==> src/rtl/bdlv_pkg.sv <==
// ----------------------------------------------------------------------------
// bdlv_pkg: shared types and constants of the bit dependence link vector unit
// Entry and burst types that the row unit hands to the result queue.
// ----------------------------------------------------------------------------
`default_nettype none

package bdlv_pkg;

	// Default for the largest number of bits analysed
	localparam int MAX_WIDTH_DEF = 32;

	// Q0.16 probability fields
	localparam int PROB_W = 16;

	// Link vector entry: unsigned bit index, all ones is the group separator
	localparam int LV_W = 6;
	localparam logic [LV_W-1:0] LV_SEPARATOR = '1;

	// Width compares run on this many bits (covers bit_width and MAX_WIDTH up to 64)
	localparam int CMP_W = 7;

	// Configuration register map, word index
	localparam logic REG_BIT_WIDTH = 1'b0;
	localparam logic REG_ALPHA     = 1'b1;

	// Reset values of the configuration registers
	localparam logic [5:0]        BIT_WIDTH_RST = 6'd8;
	localparam logic [PROB_W-1:0] ALPHA_RST     = 16'd3277;

	// Result queue
	localparam int BURST_MAX  = 4;
	localparam int FIFO_DEPTH = 16;
	localparam int FIFO_PTR_W = $clog2(FIFO_DEPTH);
	localparam int FIFO_LVL_W = FIFO_PTR_W + 1;
	localparam int BURST_N_W  = 3;

	typedef struct packed {
		logic            last;
		logic [LV_W-1:0] entry;
	} lv_item_t;

	// Entries produced by one finished row, slot 0 first
	typedef struct packed {
		logic [BURST_N_W-1:0]         count;
		lv_item_t [BURST_MAX-1:0]     item;
	} lv_burst_t;

endpackage

`default_nettype wire

==> src/rtl/bdlv_row_unit.sv <==
// ----------------------------------------------------------------------------
// bdlv_row_unit: pair register, dependence test and row bookkeeping
// Registers one (i, j) pair, tests the four context probabilities against the
// marginal and, at the end of each row, forms the link vector entries.
// ----------------------------------------------------------------------------
`default_nettype none

module bdlv_row_unit
	import bdlv_pkg::*;
#(
	parameter int MAX_WIDTH = MAX_WIDTH_DEF
) (
	input  wire logic                clk,
	input  wire logic                arst_n,
	input  wire logic [5:0]          bit_width,
	input  wire logic [PROB_W-1:0]   alpha_threshold,
	input  wire logic                in_valid,
	input  wire logic                in_ready,
	input  wire logic [5*PROB_W-1:0] in_data,
	output lv_burst_t                burst
);

	localparam int IDX_W = (MAX_WIDTH > 2) ? $clog2(MAX_WIDTH) : 1;

	logic                valid_s1;
	logic [5*PROB_W-1:0] data_s1;

	logic [IDX_W-1:0] row_q;
	logic [IDX_W-1:0] col_q;
	logic             row_dep_q;
	logic             prev_dep_q;

	logic [PROB_W-1:0] prob;
	logic              pair_dep;
	logic              dep;
	logic [CMP_W-1:0]  eff_width;
	logic              row_end;
	logic              last_row;

	function automatic logic far_apart(input logic [PROB_W-1:0] c,
		input logic [PROB_W-1:0] p, input logic [PROB_W-1:0] alpha);
		logic [PROB_W-1:0] d;
		d = (c >= p) ? (c - p) : (p - c);
		return d >= alpha;
	endfunction

	// Register the accepted pair
	always_ff @(posedge clk or negedge arst_n) begin
		if (!arst_n) begin
			valid_s1 <= 1'b0;
		end else begin
			valid_s1 <= in_valid && in_ready;
		end
	end

	always_ff @(posedge clk) begin
		if (in_valid && in_ready) begin
			data_s1 <= in_data;
		end
	end

	// Dependence test on the registered pair
	assign prob     = data_s1[4*PROB_W +: PROB_W];
	assign pair_dep = far_apart(data_s1[0*PROB_W +: PROB_W], prob, alpha_threshold) ||
	                  far_apart(data_s1[1*PROB_W +: PROB_W], prob, alpha_threshold) ||
	                  far_apart(data_s1[2*PROB_W +: PROB_W], prob, alpha_threshold) ||
	                  far_apart(data_s1[3*PROB_W +: PROB_W], prob, alpha_threshold);
	assign dep      = row_dep_q || pair_dep;

	// Clamp the configured width into the supported range
	always_comb begin
		if ({1'b0, bit_width} < CMP_W'(2)) begin
			eff_width = CMP_W'(2);
		end else if ({1'b0, bit_width} > CMP_W'(MAX_WIDTH)) begin
			eff_width = CMP_W'(MAX_WIDTH);
		end else begin
			eff_width = {1'b0, bit_width};
		end
	end

	assign row_end  = (CMP_W'(col_q) + CMP_W'(1)) >= CMP_W'(row_q);
	assign last_row = (CMP_W'(row_q) + CMP_W'(1)) >= eff_width;

	// Form the entries of a finished row
	always_comb begin
		logic [BURST_N_W-1:0] n;
		logic [BURST_N_W-1:0] n_last;
		n      = '0;
		n_last = '0;
		burst  = '0;
		if (valid_s1 && row_end) begin
			if (row_q == IDX_W'(1)) begin
				burst.item[n[1:0]].entry = '0;
				n = n + BURST_N_W'(1);
				burst.item[n[1:0]].entry = LV_SEPARATOR;
				n = n + BURST_N_W'(1);
			end
			if (dep) begin
				burst.item[n[1:0]].entry = LV_W'(row_q);
				n = n + BURST_N_W'(1);
				if (last_row) begin
					burst.item[n[1:0]].entry = LV_SEPARATOR;
					n = n + BURST_N_W'(1);
				end
			end else begin
				if (prev_dep_q) begin
					burst.item[n[1:0]].entry = LV_SEPARATOR;
					n = n + BURST_N_W'(1);
				end
				burst.item[n[1:0]].entry = LV_W'(row_q);
				n = n + BURST_N_W'(1);
				burst.item[n[1:0]].entry = LV_SEPARATOR;
				n = n + BURST_N_W'(1);
			end
			n_last = n - BURST_N_W'(1);
			if (last_row) begin
				burst.item[n_last[1:0]].last = 1'b1;
			end
		end
		burst.count = n;
	end

	// Advance row and column, carry the dependence flags
	always_ff @(posedge clk or negedge arst_n) begin
		if (!arst_n) begin
			row_q      <= IDX_W'(1);
			col_q      <= '0;
			row_dep_q  <= 1'b0;
			prev_dep_q <= 1'b0;
		end else if (valid_s1) begin
			if (row_end) begin
				col_q     <= '0;
				row_dep_q <= 1'b0;
				if (last_row) begin
					row_q      <= IDX_W'(1);
					prev_dep_q <= 1'b0;
				end else begin
					row_q      <= row_q + IDX_W'(1);
					prev_dep_q <= dep;
				end
			end else begin
				col_q     <= col_q + IDX_W'(1);
				row_dep_q <= dep;
			end
		end
	end

endmodule

`default_nettype wire

==> src/rtl/bdlv_out_fifo.sv <==
// ----------------------------------------------------------------------------
// bdlv_out_fifo: result queue of link vector entries
// Takes up to four entries a cycle from a finished row and hands out one per
// transfer on the output stream.
// ----------------------------------------------------------------------------
`default_nettype none

module bdlv_out_fifo
	import bdlv_pkg::*;
(
	input  wire logic                  clk,
	input  wire logic                  arst_n,
	input  wire lv_burst_t             burst,
	output logic                       room,
	output logic [FIFO_LVL_W-1:0]      level,
	output logic                       out_valid,
	input  wire logic                  out_ready,
	output lv_item_t                   out_item
);

	lv_item_t [FIFO_DEPTH-1:0] mem_q;
	logic [FIFO_PTR_W-1:0]     wr_ptr_q;
	logic [FIFO_PTR_W-1:0]     rd_ptr_q;
	logic [FIFO_LVL_W-1:0]     level_q;
	logic                      pop;

	assign out_valid = (level_q != '0);
	assign out_item  = mem_q[rd_ptr_q];
	assign pop       = out_valid && out_ready;
	assign level     = level_q;

	// Leave space for the pair in flight and one more
	assign room = level_q <= FIFO_LVL_W'(FIFO_DEPTH - 2 * BURST_MAX);

	// Store the burst at consecutive slots
	always_ff @(posedge clk) begin
		for (int k = 0; k < BURST_MAX; k++) begin
			if (BURST_N_W'(k) < burst.count) begin
				mem_q[wr_ptr_q + FIFO_PTR_W'(k)] <= burst.item[k];
			end
		end
	end

	// Advance pointers and level
	always_ff @(posedge clk or negedge arst_n) begin
		if (!arst_n) begin
			wr_ptr_q <= '0;
			rd_ptr_q <= '0;
			level_q  <= '0;
		end else begin
			wr_ptr_q <= wr_ptr_q + FIFO_PTR_W'(burst.count);
			if (pop) begin
				rd_ptr_q <= rd_ptr_q + FIFO_PTR_W'(1);
			end
			level_q <= level_q + FIFO_LVL_W'(burst.count) - FIFO_LVL_W'(pop);
		end
	end

endmodule

`default_nettype wire

==> src/rtl/bit_dependence_link_vector_unit.sv <==
// ----------------------------------------------------------------------------
// bit_dependence_link_vector_unit: streaming link vector of bit dependences
// Path: a row's entries pass the pair register and the result queue before m_axis.
// Throughput: one pair per cycle while the result queue holds 8 or fewer
// entries; output runs at one entry per cycle while m_axis_tready is high and the queue is not empty.
// Reset: row index to 1, column, flags, queue pointers to 0, config to defaults.
// ----------------------------------------------------------------------------
`default_nettype none

module bit_dependence_link_vector_unit
	import bdlv_pkg::*;
#(
	parameter int MAX_WIDTH = MAX_WIDTH_DEF
) (
	input  wire logic                clk,
	input  wire logic                arst_n,

	// Pair stream in
	input  wire logic                s_axis_tvalid,
	output logic                     s_axis_tready,
	// cpm_given_00, cpm_given_01, cpm_given_10, cpm_given_11, bit_prob
	input  wire logic [5*PROB_W-1:0] s_axis_tdata,

	// Link vector stream out
	output logic                     m_axis_tvalid,
	input  wire logic                m_axis_tready,
	// lv_entry, two zero bits
	output logic [7:0]               m_axis_tdata,
	// end_of_vector
	output logic                     m_axis_tlast,

	// Configuration port
	input  wire logic                psel,
	input  wire logic                penable,
	input  wire logic                pwrite,
	input  wire logic [2:0]          paddr,
	input  wire logic [31:0]         pwdata,
	output logic [31:0]              prdata,
	output logic                     pready
);

	logic [5:0]           bit_width_q;
	logic [PROB_W-1:0]    alpha_q;
	lv_burst_t            burst;
	logic                 room;
	logic [FIFO_LVL_W-1:0] level;
	lv_item_t             out_item;

	// Configuration registers
	assign pready = 1'b1;

	always_ff @(posedge clk or negedge arst_n) begin
		if (!arst_n) begin
			bit_width_q <= BIT_WIDTH_RST;
			alpha_q     <= ALPHA_RST;
		end else if (psel && penable && pwrite && pready) begin
			case (paddr[2])
				REG_BIT_WIDTH: bit_width_q <= pwdata[5:0];
				REG_ALPHA:     alpha_q     <= pwdata[PROB_W-1:0];
				default:       ;
			endcase
		end
	end

	always_comb begin
		case (paddr[2])
			REG_BIT_WIDTH: prdata = {26'd0, bit_width_q};
			REG_ALPHA:     prdata = {16'd0, alpha_q};
			default:       prdata = '0;
		endcase
	end

	// Pair register and row logic
	bdlv_row_unit #(
		.MAX_WIDTH(MAX_WIDTH)
	) u_row (
		.clk            (clk),
		.arst_n         (arst_n),
		.bit_width      (bit_width_q),
		.alpha_threshold(alpha_q),
		.in_valid       (s_axis_tvalid),
		.in_ready       (s_axis_tready),
		.in_data        (s_axis_tdata),
		.burst          (burst)
	);

	// Result queue
	bdlv_out_fifo u_fifo (
		.clk      (clk),
		.arst_n   (arst_n),
		.burst    (burst),
		.room     (room),
		.level    (level),
		.out_valid(m_axis_tvalid),
		.out_ready(m_axis_tready),
		.out_item (out_item)
	);

	assign s_axis_tready = room;
	assign m_axis_tdata  = {2'b00, out_item.entry};
	assign m_axis_tlast  = out_item.last;

`ifndef ASSERT_OFF
	// Queue level never passes its depth
	a_level_bound: assert property (@(posedge clk) disable iff (!arst_n)
		level <= FIFO_LVL_W'(FIFO_DEPTH))
		else $error("result queue level above depth");

	// A row's entries always fit into the free queue space
	a_burst_fits: assert property (@(posedge clk) disable iff (!arst_n)
		FIFO_LVL_W'(burst.count) <= (FIFO_LVL_W'(FIFO_DEPTH) - level))
		else $error("row burst overflows result queue");

	// The vector always closes with a separator
	a_last_is_sep: assert property (@(posedge clk) disable iff (!arst_n)
		m_axis_tvalid && m_axis_tlast |-> m_axis_tdata[LV_W-1:0] == LV_SEPARATOR)
		else $error("end of vector on a non-separator entry");
`endif

endmodule

`default_nettype wire
==> config.mk <==
export PLATFORM = sky130hd
export DESIGN_NAME = bit_dependence_link_vector_unit
export DESIGN_NICKNAME = d
export VERILOG_FILES = /design/src/rtl/bdlv_pkg.sv /design/src/rtl/bdlv_row_unit.sv /design/src/rtl/bdlv_out_fifo.sv /design/src/rtl/bit_dependence_link_vector_unit.sv
export SDC_FILE = /design/constraint.sdc
export NUM_CORES = 1
export LEC_CHECK = 0
export CAP_MARGIN = 20
export CELL_PAD_IN_SITES_DETAIL_PLACEMENT = 1
export CELL_PAD_IN_SITES_GLOBAL_PLACEMENT = 2
export CORE_MARGIN = 2
export CORE_UTILIZATION = 41
export DETAILED_ROUTE_END_ITERATION = 10
export DONT_BUFFER_PORTS = 1
export PLACE_DENSITY = 0.85
export SYNTH_ARGS = -nofsm -noshare
export SYNTH_HDL_FRONTEND = slang
export SYNTH_SLANG_ARGS = --single-unit
==> constraint.sdc <==
create_clock -name clk -period 9.18 [get_ports clk]
set_input_delay 2.295 -clock clk [delete_from_list [all_inputs] [get_ports clk]]
set_output_delay 2.295 -clock clk [all_outputs]
set_load 0.005 [all_outputs]
==> flow_summary_export.csv <==
group,metric,value,unit
cells_and_area,fin_util,45.01,%
synth,synth-main-ff-cell,"dfxtp_1",
timing,skew,0.04821,ns
route,wire_per_inst,26.83,um
power,p_int,3.942,mW
synth,synth_area_leaders,"ha_1, edfxtp_1, dfxtp_1, dfrtp_1, nand2_1",
power,pwr-share-seq,23.7,%
clock_network,cts_buffer_depth,3,
critical_path,r2r_end,"u_fifo.level[4]",
global_route,antenna_found_initial,6,
synth,ys_seq_elements,240,
timing,maxSlewViolCount,0,
global_route,grt_max_degree,82,
clock_network,cts_buffers,30,
power,power.leakage,9.425,nW
clock_network,cts_num_sinks,240,
die,io_pins,166,
run_status,status,"finished clean",
die,core_region_area,50170,um2
die,die_w,229.5,um
route,wl,80550,um
critical_path,r2r-start,"u_row.data_s1[68]",
run,max-cap-violations,0,
cells_and_area,n_fill_cell,5811,
timing,rsz0062_at_grt,"no",
worst_hold_path,hp-class,"register to register",
power,p_clk_share,16.1,%
route,drtPass1Iterations,5,
placement,dp_hpwl,60570,um
clock_network,cts_tree,"yes",
power,peakVddDrop,0.2877,mV
synth,syn_area_per_cell,8.910,um2
timing,fmax,121.0,MHz
timing,min_period,8.262,ns
power,p_sw,3.735,mW
clock_network,cts_root_buf,"clkbuf_16",
timing,hold_violations,0,
placement,gp_congestion,0.9620,
synth,synth_top_area_share,13.09,%
clock_network,ctsHtreeMaxLevel,1,
synth,yosysUniqueCellTypes,99,
critical_path,r2r_slack,0.92,ns
die,num_rows,82,
cells_and_area,nNetsFinal,2654,
global_route,grt_pass1_vias,19480,
synth,synth_edf_count,80,
placement,port_buffers,0,
critical_path,cpMostUsedCell,"ha_1",
critical_path,cp-end-kind,"register",
synth,yosys_warnings,0,
synth,ys_async_sr_fraction,20.00,%
timing,worstMarginPinSlew,1.216,ns
timing,period_share,90.00,%
timing,slew_headroom,18.92,%
route,drtAntennaViolNets,0,
synth,syn_area,20840,um2
synth,synth_cells,2339,
synth,ys_seq_area_share,28.10,%
critical_path,arrival,8.80,ns
critical_path,crit_slowest_cell,"a31oi_2",
synth,yosysTopAreaCell,"ha_1",
critical_path,timing.critical_path.buf_inv,3,
die,dieArea,52650,um2
worst_hold_path,hold_depth,1,
route,vias,19140,
clock_network,ctsHoldBuffers,0,
route,vias_per_cell,6.375,
route,drtIter0Drc,1647,
clock_network,clkTransAtPathRegs,0.06,ns
worst_hold_path,holdPathEnd,"alpha_q[15]",
global_route,track_usage,29.89,%
global_route,grt.overflow.total,0,
timing,setup_tns,0,ns
global_route,grt_pass1_wl,121300,um
critical_path,crit_family,"compound AO/OA/AOI/OAI gates",
worst_hold_path,hold_start,"alpha_q[15]",
power,p_per_area,340.0,nW/um2
critical_path,slowest_delay,0.77,ns
critical_path,cp-start-kind,"register",
power,switching_share,48.65,%
clock_network,cts_resized,0,
clock_network,cts_setup_buffers,0,
critical_path,worst_r2r_path_depth,28,
critical_path,path_class,"register to register",
cells_and_area,area_growth,8.351,%
critical_path,cp_max_fo,12,
critical_path,required,9.72,ns
cells_and_area,drive_gt1_share,12.54,%
die,dieHeight,229.5,um
die,initial_core_util,41.54,%
clock_network,clock_latency,0.63,ns
timing,setup_violations,0,
route,drc,0,
power,combPwrFrac,60.2,%
-- logic make-up after synthesis --
| logic type | after synthesis | share of synthesized area, % |
|---|---|---|
| fa+ha+maj | 228 | 14.05 |
| other cells | 2 | 0.03604 |
| mux | 170 | 10.57 |
| xor+xnor | 75 | 3.152 |
| buf+inv | 295 | 5.962 |
| simple gates | 648 | 15.26 |
| flops | 240 | 28.10 |
| compound gates | 681 | 22.86 |
-- worst register-to-register path: cells and delay by family (launching register included) --
family	cells	cell delay (ns)
AO/OA/AOI/OAI	10	2.81
XOR/XNOR	2	0.31
adder cells (fa/ha/maj)	4	1.24
buffers and inverters	3	0.43
flip-flops	1	0.57
multiplexers	1	0.17
AND/OR/NAND/NOR	8	2.69
-- cells in the mapped netlist, drive strengths merged, types with 7 or more instances --
master	count
buf	66
xor2	29
ha	218
and4	12
a31oi	23
nand2	235
a22oi	18
mux2i	84
nor2	138
o21ai	108
xnor2	46
o31ai	12
a21o	70
a31o	45
fa	10
a211oi	34
nor4	11
a211o	17
edfxtp	80
o221ai	12
clkbuf	69
dfstp	9
a221oi	7
o21bai	29
and2	28
inv	160
nor3	48
nand4	36
dfrtp	39
a21boi	7
a221o	21
o21a	15
o22ai	20
nor2b	24
mux4	35
o211ai	35
a21oi	163
nand3	60
and3	16
o22a	8
mux2	51
dfxtp	112
a2111oi	9
nand2b	25
-- registers in the layout, summed over array words and instances, names as in the netlist --
| register | cells |
|---|---|
| u_row.col_q | 5 |
| alpha_q | 16 |
| u_fifo.wr_ptr_q | 4 |
| u_row.row_q | 5 |
| u_fifo.level | 5 |
| bit_width_q | 6 |
| u_row.prev_dep_q | 1 |
| u_row.valid_s1 | 1 |
| u_fifo.mem_q | 112 |
| u_fifo.rd_ptr_q | 4 |
| u_row.row_dep_q | 1 |
| u_row.data_s1 | 80 |
-- final cells by class --
type,instances,area (um2),share of cell area [%]
Multi-Input combinational cell,1821,13840,61.28
Sequential cell,240,5858,25.94
Clock buffer,40,858.3,3.801
Tap cell,672,840.8,3.724
Inverter,160,600.6,2.660
Timing Repair Buffer,51,415.4,1.840
Clock inverter,16,165.2,0.7314
Antenna cell,2,5.005,0.02216
-- cells in the final DEF, fill, tap and decap left out, drive strengths merged, types with 51 or more instances in the layout --
| cell | n |
|---|---|
| a21oi | 163 |
| mux2i | 84 |
| inv | 161 |
| buf | 51 |
| edfxtp | 80 |
| mux2 | 51 |
| nor2 | 138 |
| nand3 | 60 |
| a21o | 70 |
| ha | 218 |
| o21ai | 108 |
| dfxtp | 112 |
| nand2 | 235 |
-- per-layer routing --
layer	share of wire, %	global-route usage, %	routed length, um
met1	44	41.58	35530
met2	44	45.99	35150
met3	8.7	6.150	7043
met4	3.5	10.17	2804
met5	0.034	0	27
-- how the worst max path moves through the flow --
stage                                 start              end  slack (ns)  cells past startpoint
final                     u_row.data_s1[68]  u_fifo.level[4]        0.92                     28
after global routing      u_row.data_s1[68]  u_fifo.level[4]        0.52                     28
after CTS                 u_row.data_s1[68]  u_fifo.level[4]        1.06                     28
after detailed placement  u_row.data_s1[69]  u_fifo.level[4]        1.07                     27
after global placement    u_row.data_s1[68]  u_fifo.level[4]        1.18                     28
after floorplan           u_row.data_s1[65]  u_fifo.level[4]        2.36                     35
-- power groups by stage --
stage	combinational, mW	clock (mW)	sequential, mW
finish	4.62	1.24	1.82
global route	5.02	1.29	1.85
CTS	4.47	1.25	1.84
detailed placement	4.43	0	1.86
global placement	4.26	0	1.84
floorplan	3.26	0	1.63
-- stage by stage --
| step | cell area (um2) | hold WS [ns] | instances | power [mW] | worst slack, ns |
|---|---|---|---|---|---|
| global route | 22580 | 0.5564 | 3001 | 8.152 | 0.5228 |
| global placement | 21500 | 0.4936 | 2941 | 6.098 | 1.176 |
| floorplan | 20900 | 0.4794 | 2356 | 4.883 | 2.360 |
| CTS | 22520 | 0.5332 | 2997 | 7.560 | 1.061 |
| finish | 22580 | 0.5275 | 3002 | 7.677 | 0.9178 |
| detailed placement | 21500 | 0.5202 | 2941 | 6.286 | 1.069 |
(Power assumes the default switching activity.)
